### src/design/fdr_pkg.sv
// ----------------------------------------------------------------------------
// fdr_pkg: shared types, constants and functions
// Field widths, register indexes, the frame record type and the gray
// conversion used by the frame difference ratio block.
// ----------------------------------------------------------------------------
package fdr_pkg;

  // field widths
  localparam int PIX_W   = 24;
  localparam int GRAY_W  = 8;
  localparam int CNT_W   = 25;
  localparam int RATIO_W = 17;
  localparam int DIM_W   = 13;
  localparam int IDX_W   = 8;
  localparam int DATA_W  = 13;

  localparam logic [CNT_W-1:0]   CNT_MAX   = {CNT_W{1'b1}};
  localparam logic [RATIO_W-1:0] RATIO_MAX = {RATIO_W{1'b1}};

  // parameter defaults
  localparam int DEF_MAX_WIDTH  = 4096;
  localparam int DEF_MAX_HEIGHT = 4096;
  localparam int DEF_RATIO_BITS = 16;

  // reset values of the registers
  localparam logic [GRAY_W-1:0] THRESH_RST = 8'd0;
  localparam logic [DIM_W-1:0]  WIDTH_RST  = 13'd640;
  localparam logic [DIM_W-1:0]  HEIGHT_RST = 13'd480;

  // register indexes
  localparam logic [IDX_W-1:0] REG_THRESHOLD = 8'd0;
  localparam logic [IDX_W-1:0] REG_WIDTH     = 8'd1;
  localparam logic [IDX_W-1:0] REG_HEIGHT    = 8'd2;

  // frame record queue
  localparam int FIFO_DEPTH = 4;
  localparam int FIFO_PTR_W = $clog2(FIFO_DEPTH);
  localparam int FIFO_CNT_W = $clog2(FIFO_DEPTH + 1);

  typedef struct packed {
    logic [GRAY_W-1:0] threshold;
    logic [DIM_W-1:0]  width;
    logic [DIM_W-1:0]  height;
  } cfg_t;

  typedef struct packed {
    logic [CNT_W-1:0] diff_count;
    logic [CNT_W-1:0] pixel_count;
  } frame_rec_t;

  // bt.601 luma in integer form, result in 0..255
  function automatic logic [GRAY_W-1:0] to_gray(input logic [PIX_W-1:0] px);
    logic [22:0] sum;
    sum = 23'd1868 * 23'(px[7:0]) + 23'd9617 * 23'(px[15:8]) +
          23'd4899 * 23'(px[23:16]) + 23'd8192;
    return sum[21:14];
  endfunction

  // counter increment that holds at all ones
  function automatic logic [CNT_W-1:0] sat_inc(input logic [CNT_W-1:0] v);
    return (v == CNT_MAX) ? v : v + 1'b1;
  endfunction

endpackage

### src/design/fdr_front.sv
// ----------------------------------------------------------------------------
// fdr_front: pixel intake and counting
// Converts both pixels to gray, flags differences above threshold, keeps
// the per-frame counters and pushes one record per frame into the queue.
// ----------------------------------------------------------------------------
module fdr_front (
  input  logic                              clk,
  input  logic                              rst,
  input  fdr_pkg::cfg_t                     cfg,
  input  logic [fdr_pkg::PIX_W-1:0]         pixel_a,
  input  logic [fdr_pkg::PIX_W-1:0]         pixel_b,
  input  logic                              last_pixel,
  input  logic                              in_valid,
  output logic                              in_ready,
  input  logic [fdr_pkg::FIFO_CNT_W-1:0]    fifo_count,
  output logic                              push,
  output fdr_pkg::frame_rec_t               push_rec
);

  logic [fdr_pkg::GRAY_W-1:0] gray_a;
  logic [fdr_pkg::GRAY_W-1:0] gray_b;
  logic [fdr_pkg::GRAY_W-1:0] gray_diff;
  logic                       s1_valid;
  logic                       s1_hit;
  logic                       s1_last;
  logic [fdr_pkg::CNT_W-1:0]  diff_counter;
  logic [fdr_pkg::CNT_W-1:0]  pixel_counter;
  logic [fdr_pkg::CNT_W-1:0]  diff_counter_next;
  logic [fdr_pkg::CNT_W-1:0]  pixel_counter_next;
  logic                       accept;

  // leave a queue slot for a record still in the first stage
  assign in_ready = (fifo_count + fdr_pkg::FIFO_CNT_W'(s1_valid))
                    < fdr_pkg::FIFO_CNT_W'(fdr_pkg::FIFO_DEPTH);
  assign accept   = in_valid && in_ready;

  // gray conversion and absolute difference
  assign gray_a    = fdr_pkg::to_gray(pixel_a);
  assign gray_b    = fdr_pkg::to_gray(pixel_b);
  assign gray_diff = (gray_a > gray_b) ? gray_a - gray_b : gray_b - gray_a;

  // stage one: classified pixel
  always_ff @(posedge clk) begin
    if (rst) begin
      s1_valid <= 1'b0;
    end else begin
      s1_valid <= accept;
    end
    s1_hit  <= gray_diff > cfg.threshold;
    s1_last <= last_pixel;
  end

  // stage two: counter update
  always_comb begin
    diff_counter_next  = s1_hit ? fdr_pkg::sat_inc(diff_counter) : diff_counter;
    pixel_counter_next = fdr_pkg::sat_inc(pixel_counter);
  end

  assign push                 = s1_valid && s1_last;
  assign push_rec.diff_count  = diff_counter_next;
  assign push_rec.pixel_count = pixel_counter_next;

  always_ff @(posedge clk) begin
    if (rst) begin
      diff_counter  <= '0;
      pixel_counter <= '0;
    end else if (s1_valid) begin
      if (s1_last) begin
        diff_counter  <= '0;
        pixel_counter <= '0;
      end else begin
        diff_counter  <= diff_counter_next;
        pixel_counter <= pixel_counter_next;
      end
    end
  end

endmodule

### src/design/fdr_fifo.sv
// ----------------------------------------------------------------------------
// fdr_fifo: frame record queue
// Small register queue of finished frame counts between the counting
// front and the division back end.
// ----------------------------------------------------------------------------
module fdr_fifo (
  input  logic                           clk,
  input  logic                           rst,
  input  logic                           push,
  input  fdr_pkg::frame_rec_t            push_rec,
  input  logic                           pop,
  output fdr_pkg::frame_rec_t            head_rec,
  output logic                           empty,
  output logic [fdr_pkg::FIFO_CNT_W-1:0] count
);

  fdr_pkg::frame_rec_t                entries [fdr_pkg::FIFO_DEPTH];
  logic [fdr_pkg::FIFO_PTR_W-1:0]     wr_ptr;
  logic [fdr_pkg::FIFO_PTR_W-1:0]     rd_ptr;

  assign head_rec = entries[rd_ptr];
  assign empty    = (count == '0);

  // storage
  always_ff @(posedge clk) begin
    if (push) begin
      entries[wr_ptr] <= push_rec;
    end
  end

  // pointers and fill level
  always_ff @(posedge clk) begin
    if (rst) begin
      wr_ptr <= '0;
      rd_ptr <= '0;
      count  <= '0;
    end else begin
      if (push) begin
        wr_ptr <= wr_ptr + 1'b1;
      end
      if (pop) begin
        rd_ptr <= rd_ptr + 1'b1;
      end
      case ({push, pop})
        2'b10:   count <= count + 1'b1;
        2'b01:   count <= count - 1'b1;
        default: count <= count;
      endcase
    end
  end

endmodule

### src/design/fdr_back.sv
// ----------------------------------------------------------------------------
// fdr_back: ratio divider and result register
// Takes one frame record at a time, forms the fixed point ratio with a
// restoring divider one quotient bit per cycle, checks the frame size.
// ----------------------------------------------------------------------------
module fdr_back #(
  parameter int MAX_WIDTH  = fdr_pkg::DEF_MAX_WIDTH,
  parameter int MAX_HEIGHT = fdr_pkg::DEF_MAX_HEIGHT,
  parameter int RATIO_BITS = fdr_pkg::DEF_RATIO_BITS
) (
  input  logic                            clk,
  input  logic                            rst,
  input  fdr_pkg::cfg_t                   cfg,
  input  fdr_pkg::frame_rec_t             head_rec,
  input  logic                            empty,
  output logic                            pop,
  output logic [fdr_pkg::CNT_W-1:0]       diff_count,
  output logic [fdr_pkg::CNT_W-1:0]       pixel_count,
  output logic [fdr_pkg::RATIO_W-1:0]     diff_ratio,
  output logic                            size_error,
  output logic                            out_valid,
  input  logic                            out_ready
);

  localparam int QW    = RATIO_BITS + 1;
  localparam int QE    = (QW > fdr_pkg::RATIO_W) ? QW : fdr_pkg::RATIO_W;
  localparam int CW    = $clog2(QW);
  localparam int REM_W = fdr_pkg::CNT_W + 1;
  localparam int PROD_W = 2 * fdr_pkg::DIM_W;
  localparam int DIM_CMP_W = fdr_pkg::DIM_W + 1;

  localparam logic [1:0] ST_IDLE = 2'd0;
  localparam logic [1:0] ST_DIV  = 2'd1;
  localparam logic [1:0] ST_OUT  = 2'd2;

  logic [1:0]                 state;
  logic [CW-1:0]              step_cnt;
  logic [REM_W-1:0]           rem;
  logic [fdr_pkg::CNT_W-1:0]  divisor;
  logic [fdr_pkg::CNT_W-1:0]  dcount;
  logic [QW-1:0]              quot;
  logic                       dim_bad;
  logic [PROD_W-1:0]          frame_size;
  logic                       ge;
  logic [REM_W-1:0]           rem_sub;
  logic [QW-1:0]              quot_next;
  logic [QE-1:0]              quot_ext;

  assign pop       = (state == ST_IDLE) && !empty;
  assign out_valid = (state == ST_OUT);

  // one restoring step
  always_comb begin
    ge        = rem >= REM_W'(divisor);
    rem_sub   = ge ? rem - REM_W'(divisor) : rem;
    quot_next = {quot[QW-2:0], ge};
    quot_ext  = QE'(quot_next);
  end

  // sequencer
  always_ff @(posedge clk) begin
    if (rst) begin
      state <= ST_IDLE;
    end else begin
      unique case (state)
        ST_IDLE: begin
          if (!empty) begin
            state <= ST_DIV;
          end
        end
        ST_DIV: begin
          if (step_cnt == '0) begin
            state <= ST_OUT;
          end
        end
        ST_OUT: begin
          if (out_ready) begin
            state <= ST_IDLE;
          end
        end
        default: state <= ST_IDLE;
      endcase
    end
  end

  // divider datapath and result register
  always_ff @(posedge clk) begin
    if (pop) begin
      rem        <= REM_W'(head_rec.diff_count);
      divisor    <= head_rec.pixel_count;
      dcount     <= head_rec.diff_count;
      quot       <= '0;
      step_cnt   <= CW'(QW - 1);
      frame_size <= PROD_W'(cfg.width) * PROD_W'(cfg.height);
      dim_bad    <= (cfg.width == '0) || (cfg.height == '0) ||
                    (DIM_CMP_W'(cfg.width) > DIM_CMP_W'(MAX_WIDTH)) ||
                    (DIM_CMP_W'(cfg.height) > DIM_CMP_W'(MAX_HEIGHT));
    end else if (state == ST_DIV) begin
      rem      <= {rem_sub[REM_W-2:0], 1'b0};
      quot     <= quot_next;
      step_cnt <= step_cnt - 1'b1;
      if (step_cnt == '0) begin
        diff_count  <= dcount;
        pixel_count <= divisor;
        diff_ratio  <= (quot_ext > QE'(fdr_pkg::RATIO_MAX)) ?
                       fdr_pkg::RATIO_MAX : quot_ext[fdr_pkg::RATIO_W-1:0];
        size_error  <= dim_bad || (PROD_W'(divisor) != frame_size);
      end
    end
  end

endmodule

### src/design/frame_difference_ratio.sv
// Path: a result follows its last pixel transfer through the classify register,
// the frame record queue and the ratio divider. Throughput: one pixel pair per
// cycle while in_ready is high; the divider takes one frame record at a time,
// with up to four frame records queued. Reset: threshold 0, width 640, height 480,
// counters and queue cleared.
// frame_difference_ratio: thresholded frame difference pixel count
// Counts pixel pairs whose gray difference exceeds a threshold and reports
// the counts, their fixed point ratio and a frame size check per frame.
// ----------------------------------------------------------------------------
module frame_difference_ratio #(
  parameter int MAX_WIDTH  = fdr_pkg::DEF_MAX_WIDTH,
  parameter int MAX_HEIGHT = fdr_pkg::DEF_MAX_HEIGHT,
  parameter int RATIO_BITS = fdr_pkg::DEF_RATIO_BITS
) (
  input  logic                          clk,
  input  logic                          rst,
  input  logic                          cfg_valid,
  output logic                          cfg_ready,
  input  logic [fdr_pkg::IDX_W-1:0]     cfg_index,
  input  logic [fdr_pkg::DATA_W-1:0]    cfg_data,
  input  logic [fdr_pkg::PIX_W-1:0]     pixel_a,
  input  logic [fdr_pkg::PIX_W-1:0]     pixel_b,
  input  logic                          last_pixel,
  input  logic                          in_valid,
  output logic                          in_ready,
  output logic [fdr_pkg::CNT_W-1:0]     diff_count,
  output logic [fdr_pkg::CNT_W-1:0]     pixel_count,
  output logic [fdr_pkg::RATIO_W-1:0]   diff_ratio,
  output logic                          size_error,
  output logic                          out_valid,
  input  logic                          out_ready
);

  fdr_pkg::cfg_t                    cfg;
  fdr_pkg::frame_rec_t              push_rec;
  fdr_pkg::frame_rec_t              head_rec;
  logic                             push;
  logic                             pop;
  logic                             empty;
  logic [fdr_pkg::FIFO_CNT_W-1:0]   fifo_count;

  // configuration registers
  assign cfg_ready = 1'b1;

  always_ff @(posedge clk) begin
    if (rst) begin
      cfg.threshold <= fdr_pkg::THRESH_RST;
      cfg.width     <= fdr_pkg::WIDTH_RST;
      cfg.height    <= fdr_pkg::HEIGHT_RST;
    end else if (cfg_valid && cfg_ready) begin
      unique case (cfg_index)
        fdr_pkg::REG_THRESHOLD: cfg.threshold <= cfg_data[fdr_pkg::GRAY_W-1:0];
        fdr_pkg::REG_WIDTH:     cfg.width     <= cfg_data[fdr_pkg::DIM_W-1:0];
        fdr_pkg::REG_HEIGHT:    cfg.height    <= cfg_data[fdr_pkg::DIM_W-1:0];
        default: ;
      endcase
    end
  end

  // intake and counting
  fdr_front u_front (
    .clk        (clk),
    .rst        (rst),
    .cfg        (cfg),
    .pixel_a    (pixel_a),
    .pixel_b    (pixel_b),
    .last_pixel (last_pixel),
    .in_valid   (in_valid),
    .in_ready   (in_ready),
    .fifo_count (fifo_count),
    .push       (push),
    .push_rec   (push_rec)
  );

  // frame record queue
  fdr_fifo u_fifo (
    .clk      (clk),
    .rst      (rst),
    .push     (push),
    .push_rec (push_rec),
    .pop      (pop),
    .head_rec (head_rec),
    .empty    (empty),
    .count    (fifo_count)
  );

  // ratio and size check
  fdr_back #(
    .MAX_WIDTH  (MAX_WIDTH),
    .MAX_HEIGHT (MAX_HEIGHT),
    .RATIO_BITS (RATIO_BITS)
  ) u_back (
    .clk         (clk),
    .rst         (rst),
    .cfg         (cfg),
    .head_rec    (head_rec),
    .empty       (empty),
    .pop         (pop),
    .diff_count  (diff_count),
    .pixel_count (pixel_count),
    .diff_ratio  (diff_ratio),
    .size_error  (size_error),
    .out_valid   (out_valid),
    .out_ready   (out_ready)
  );

endmodule

### config.mk
export PLATFORM = sky130hd
export DESIGN_NAME = frame_difference_ratio
export DESIGN_NICKNAME = d
export VERILOG_FILES = /design/src/design/fdr_pkg.sv /design/src/design/fdr_front.sv /design/src/design/fdr_fifo.sv /design/src/design/fdr_back.sv /design/src/design/frame_difference_ratio.sv
export SDC_FILE = /design/constraint.sdc
export NUM_CORES = 2
export LEC_CHECK = 0
export BUFFER_PORTS_ARGS = -buffer_cell sky130_fd_sc_hd__buf_4
export CORE_AREA = 5 5 254 256
export DETAILED_ROUTE_END_ITERATION = 8
export DIE_AREA = 0 0 259 261
export PLACE_DENSITY = 0.82
export RECOVER_POWER = 25
export SYNTH_ARGS = -nofsm -noshare
export SYNTH_HDL_FRONTEND = slang
export SYNTH_HIERARCHICAL = 1
export SYNTH_SLANG_ARGS = --single-unit
### constraint.sdc
create_clock -name clk -period 35.6 [get_ports clk]
set_input_delay 7.12 -clock clk [delete_from_list [all_inputs] [get_ports clk]]
set_output_delay 7.12 -clock clk [all_outputs]
set_load 0.05 [all_outputs]
==> run summary <==
placement-stage cell area - 38400 sq um
max-cap violations - 2
Synth Net Count - 4027
M1 wire length - 33.0 mm
average wire per cell in the routed design - 19.2 microns
total via count in the routed design - 24.2k
number of top-level design ports - 146
source of the critical timing path - pixel_b[5]
Horiz. Die Dim - 259 microns
critical path startpoint category - input port
violations in the final reports - max-capacitance violations, max-slew violations
final critical-path share of the clock period - 46.7%
top achievable clock speed - 60.2 MHz
Slowest cell on crit path - sky130_fd_sc_hd__fa_1
gp weighted congestion - 0.914
count of pins over their slew limit - 86
HPWL reported at the end of detailed placement - 59.9 mm
Initial DRC Count - 2089
Post-Layout Cell Count - 4227
Resized Gates After CTS - 0
die area - 67600 sq um
final setup violation count - 0
cell at the root of the clock tree - sky130_fd_sc_hd__clkbuf_16
vias in the first global route - 25.4k
pin count of the biggest net entering global routing - 83
R2R Path Start - cfg[9]
type of the worst setup path - input port to register
clock sink count - 490
placed insts - 4142
Floorplan Core Area - 62300 sq um
headroom to the max-slew limit - -113%
die height - 261 microns
gr ovfl total - 0
overall track demand over capacity in global routing - 24.2%
number of endpoints with negative hold slack in the final report - 0
number of enable-type register cells in the synthesized netlist - 370
final standard cell area without fillers - 39900 sq um
synthesis warning total - 6
endpoint kind of the worst setup timing path - register
Max FO, Critical Path - 7
crit-path most repeated cell - sky130_fd_sc_hd__ha_1
number of nets with antenna violations after routing - 0
vias per std cell - 5.73
required time reported for the critical path endpoint - 36070 ps
setup clock skew after layout - 31.2 ps
clock slew at the register clock pins of the worst setup and hold paths - 60 ps
post-synthesis sequential area ratio - 36.8%
htree depth - 2
synthesized flop and latch total - 490
crit path DAT - 17090 ps
number of I/O port buffers - 144
total DRC errors in the routed layout - 0
Setup Total Neg Slack - 0 ps
startpoint of the most critical hold path - u_back/dcount[1]
Nets - 4129
final critical path time including I/O delays and setup - 16620 ps
wire length of the first global-routing pass - 132 mm
share of flip-flops with an asynchronous set or reset after synthesis - 0%
setup bufs post-CTS - 0
detailed-routed wire length on met3 - 4.90 mm
initial antenna violation count - 0
number of buffers inserted during clock tree synthesis - 45
top layer reached by signal wires - met4
Avg Synthesized Cell Area - 11.3 sq um
number of placement rows - 92
unrepaired setup endpoints after global routing - false
Syn Inst Count - 3241
Crit path largest cell delay - 500 ps
share of final-layout standard cells stronger than drive strength 1 - 9.47%
clock network latency to the later pin of the worst-skew pair - 580 ps
number of distinct library cells after synthesis - 95
CTS tree - built
run status - finished, violations left
hold buffer count at CTS - 0
actual transition at the worst max-transition pin - 3200 ps
initial core utilization - 59.0%
WL met2 - 40.5 mm
wire length reported by the detailed router - 81.2 mm
Hold/Removal Path Class - register to register
length of the first detailed-routing pass in iterations - 8
Clock Path Buffers - 3
Post-synth top flop - sky130_fd_sc_hd__edfxtp_1
signed area change from the synthesized netlist to the final layout - 8.74%
combined area of all synthesized cells - 36700 sq um
## final cells by class
cell class	count	area (sq um)
clock buffers	62	1250
repair buffers	157	1170
fillers	4571	22300
well taps	846	1060
multi-input cells	2045	20300
inverters	604	2270
clock inverters	22	313
diodes	1	2.50
flip-flops and latches	490	13500
## cells in the mapped netlist (19+ instances only)
cell | n | area share, %
sky130_fd_sc_hd__inv_1 | 603 | 6.2
sky130_fd_sc_hd__ha_1 | 412 | 14
sky130_fd_sc_hd__edfxtp_1 | 370 | 30
sky130_fd_sc_hd__fa_1 | 299 | 16
sky130_fd_sc_hd__nand2_1 | 156 | 1.6
sky130_fd_sc_hd__nor2_1 | 144 | 1.5
sky130_fd_sc_hd__dfxtp_1 | 120 | 6.5
sky130_fd_sc_hd__a21oi_1 | 108 | 1.5
sky130_fd_sc_hd__xnor2_1 | 107 | 2.6
sky130_fd_sc_hd__and2_1 | 104 | 1.8
sky130_fd_sc_hd__o21ai_0 | 85 | 1.2
sky130_fd_sc_hd__clkbuf_1 | 71 | 0.73
sky130_fd_sc_hd__xor2_1 | 66 | 1.6
sky130_fd_sc_hd__mux2i_1 | 60 | 1.6
sky130_fd_sc_hd__mux4_2 | 50 | 3.1
sky130_fd_sc_hd__nand2b_1 | 50 | 0.85
sky130_fd_sc_hd__nand3_1 | 41 | 0.56
sky130_fd_sc_hd__nor3_1 | 38 | 0.52
sky130_fd_sc_hd__a22o_1 | 24 | 0.57
sky130_fd_sc_hd__and3_1 | 22 | 0.37
sky130_fd_sc_hd__nand4_1 | 19 | 0.32
## critical path: cells and delay by family
family / cells / cell delay, ps
compound gates: 12 / 2550
xor+xnor: 3 / 550
fa+ha+maj: 13 / 4840
buf+inv: 5 / 320
mux: 1 / 370
simple gates: 8 / 1300
## cells by family after synthesis
| family | Yosys count | synth area share [%] |
|---|---|---|
| AO/OA/AOI/OAI | 376 | 6.73 |
| XOR/XNOR | 173 | 4.13 |
| adder cells (fa/ha/maj) | 711 | 30.3 |
| buffers and inverters | 706 | 7.72 |
| flip-flops | 490 | 36.8 |
| multiplexers | 113 | 4.79 |
| other | 1 | 0.0102 |
| AND/OR/NAND/NOR | 671 | 9.48 |
## routing by layer
metal / GRT usage, % / vias up
met3: 3.01 / 168
met2: 42.0 / 917
met5: 0 / -
li1: - / 11109
met1: 31.9 / 12025
met4: 8.32 / 0
## placed cells by master, fill, tap and decap left out, types with 38 or more instances in the layout
| cell type | count |
|---|---|
| sky130_fd_sc_hd__mux2i_1 | 60 |
| sky130_fd_sc_hd__mux4_2 | 50 |
| sky130_fd_sc_hd__nor3_1 | 38 |
| sky130_fd_sc_hd__xnor2_1 | 107 |
| sky130_fd_sc_hd__nor2_1 | 143 |
| sky130_fd_sc_hd__a21oi_1 | 108 |
| sky130_fd_sc_hd__o21ai_0 | 86 |
| sky130_fd_sc_hd__nand3_1 | 41 |
| sky130_fd_sc_hd__dfxtp_1 | 119 |
| sky130_fd_sc_hd__nand2_1 | 157 |
| sky130_fd_sc_hd__edfxtp_1 | 370 |
| sky130_fd_sc_hd__xor2_1 | 66 |
| sky130_fd_sc_hd__ha_1 | 412 |
| sky130_fd_sc_hd__inv_1 | 602 |
| sky130_fd_sc_hd__and2_1 | 96 |
| sky130_fd_sc_hd__clkbuf_16 | 45 |
| sky130_fd_sc_hd__fa_1 | 299 |
| sky130_fd_sc_hd__buf_4 | 156 |
| sky130_fd_sc_hd__nand2b_1 | 50 |
## path summary, 6_finish.rpt
kind,end,slack (ps),depth (start not counted)
setup / recovery,u_front/s1_hit,18980,42
hold / removal,u_back/diff_count[1],420,0
setup reg to reg,u_back/frame_size[22],29290,19
hold reg to reg,u_back/diff_count[1],420,0
## through the flow
stage / worst slack (ps) / utilization (%) / hold WS [ps]
finish: 18980 / 64.1 / 420
global route: 18310 / 64.1 / 424
CTS: 19050 / 64.2 / 422
detailed placement: 18460 / 61.7 / 405
global placement: 18730 / 61.7 / 401
floorplan: 19450 / - / 400
## sequential cells by signal, indices dropped and copies added, names as in the netlist, 26 cells and up, named ones only
signal and count:
u_back/frame_size 26, u_back/rem 26, cfg 34, u_fifo/entries 200
Power is left out: the tool's default activity adds up to more than one toggle a clock period on the data nets, which glitch-free logic cannot reach.
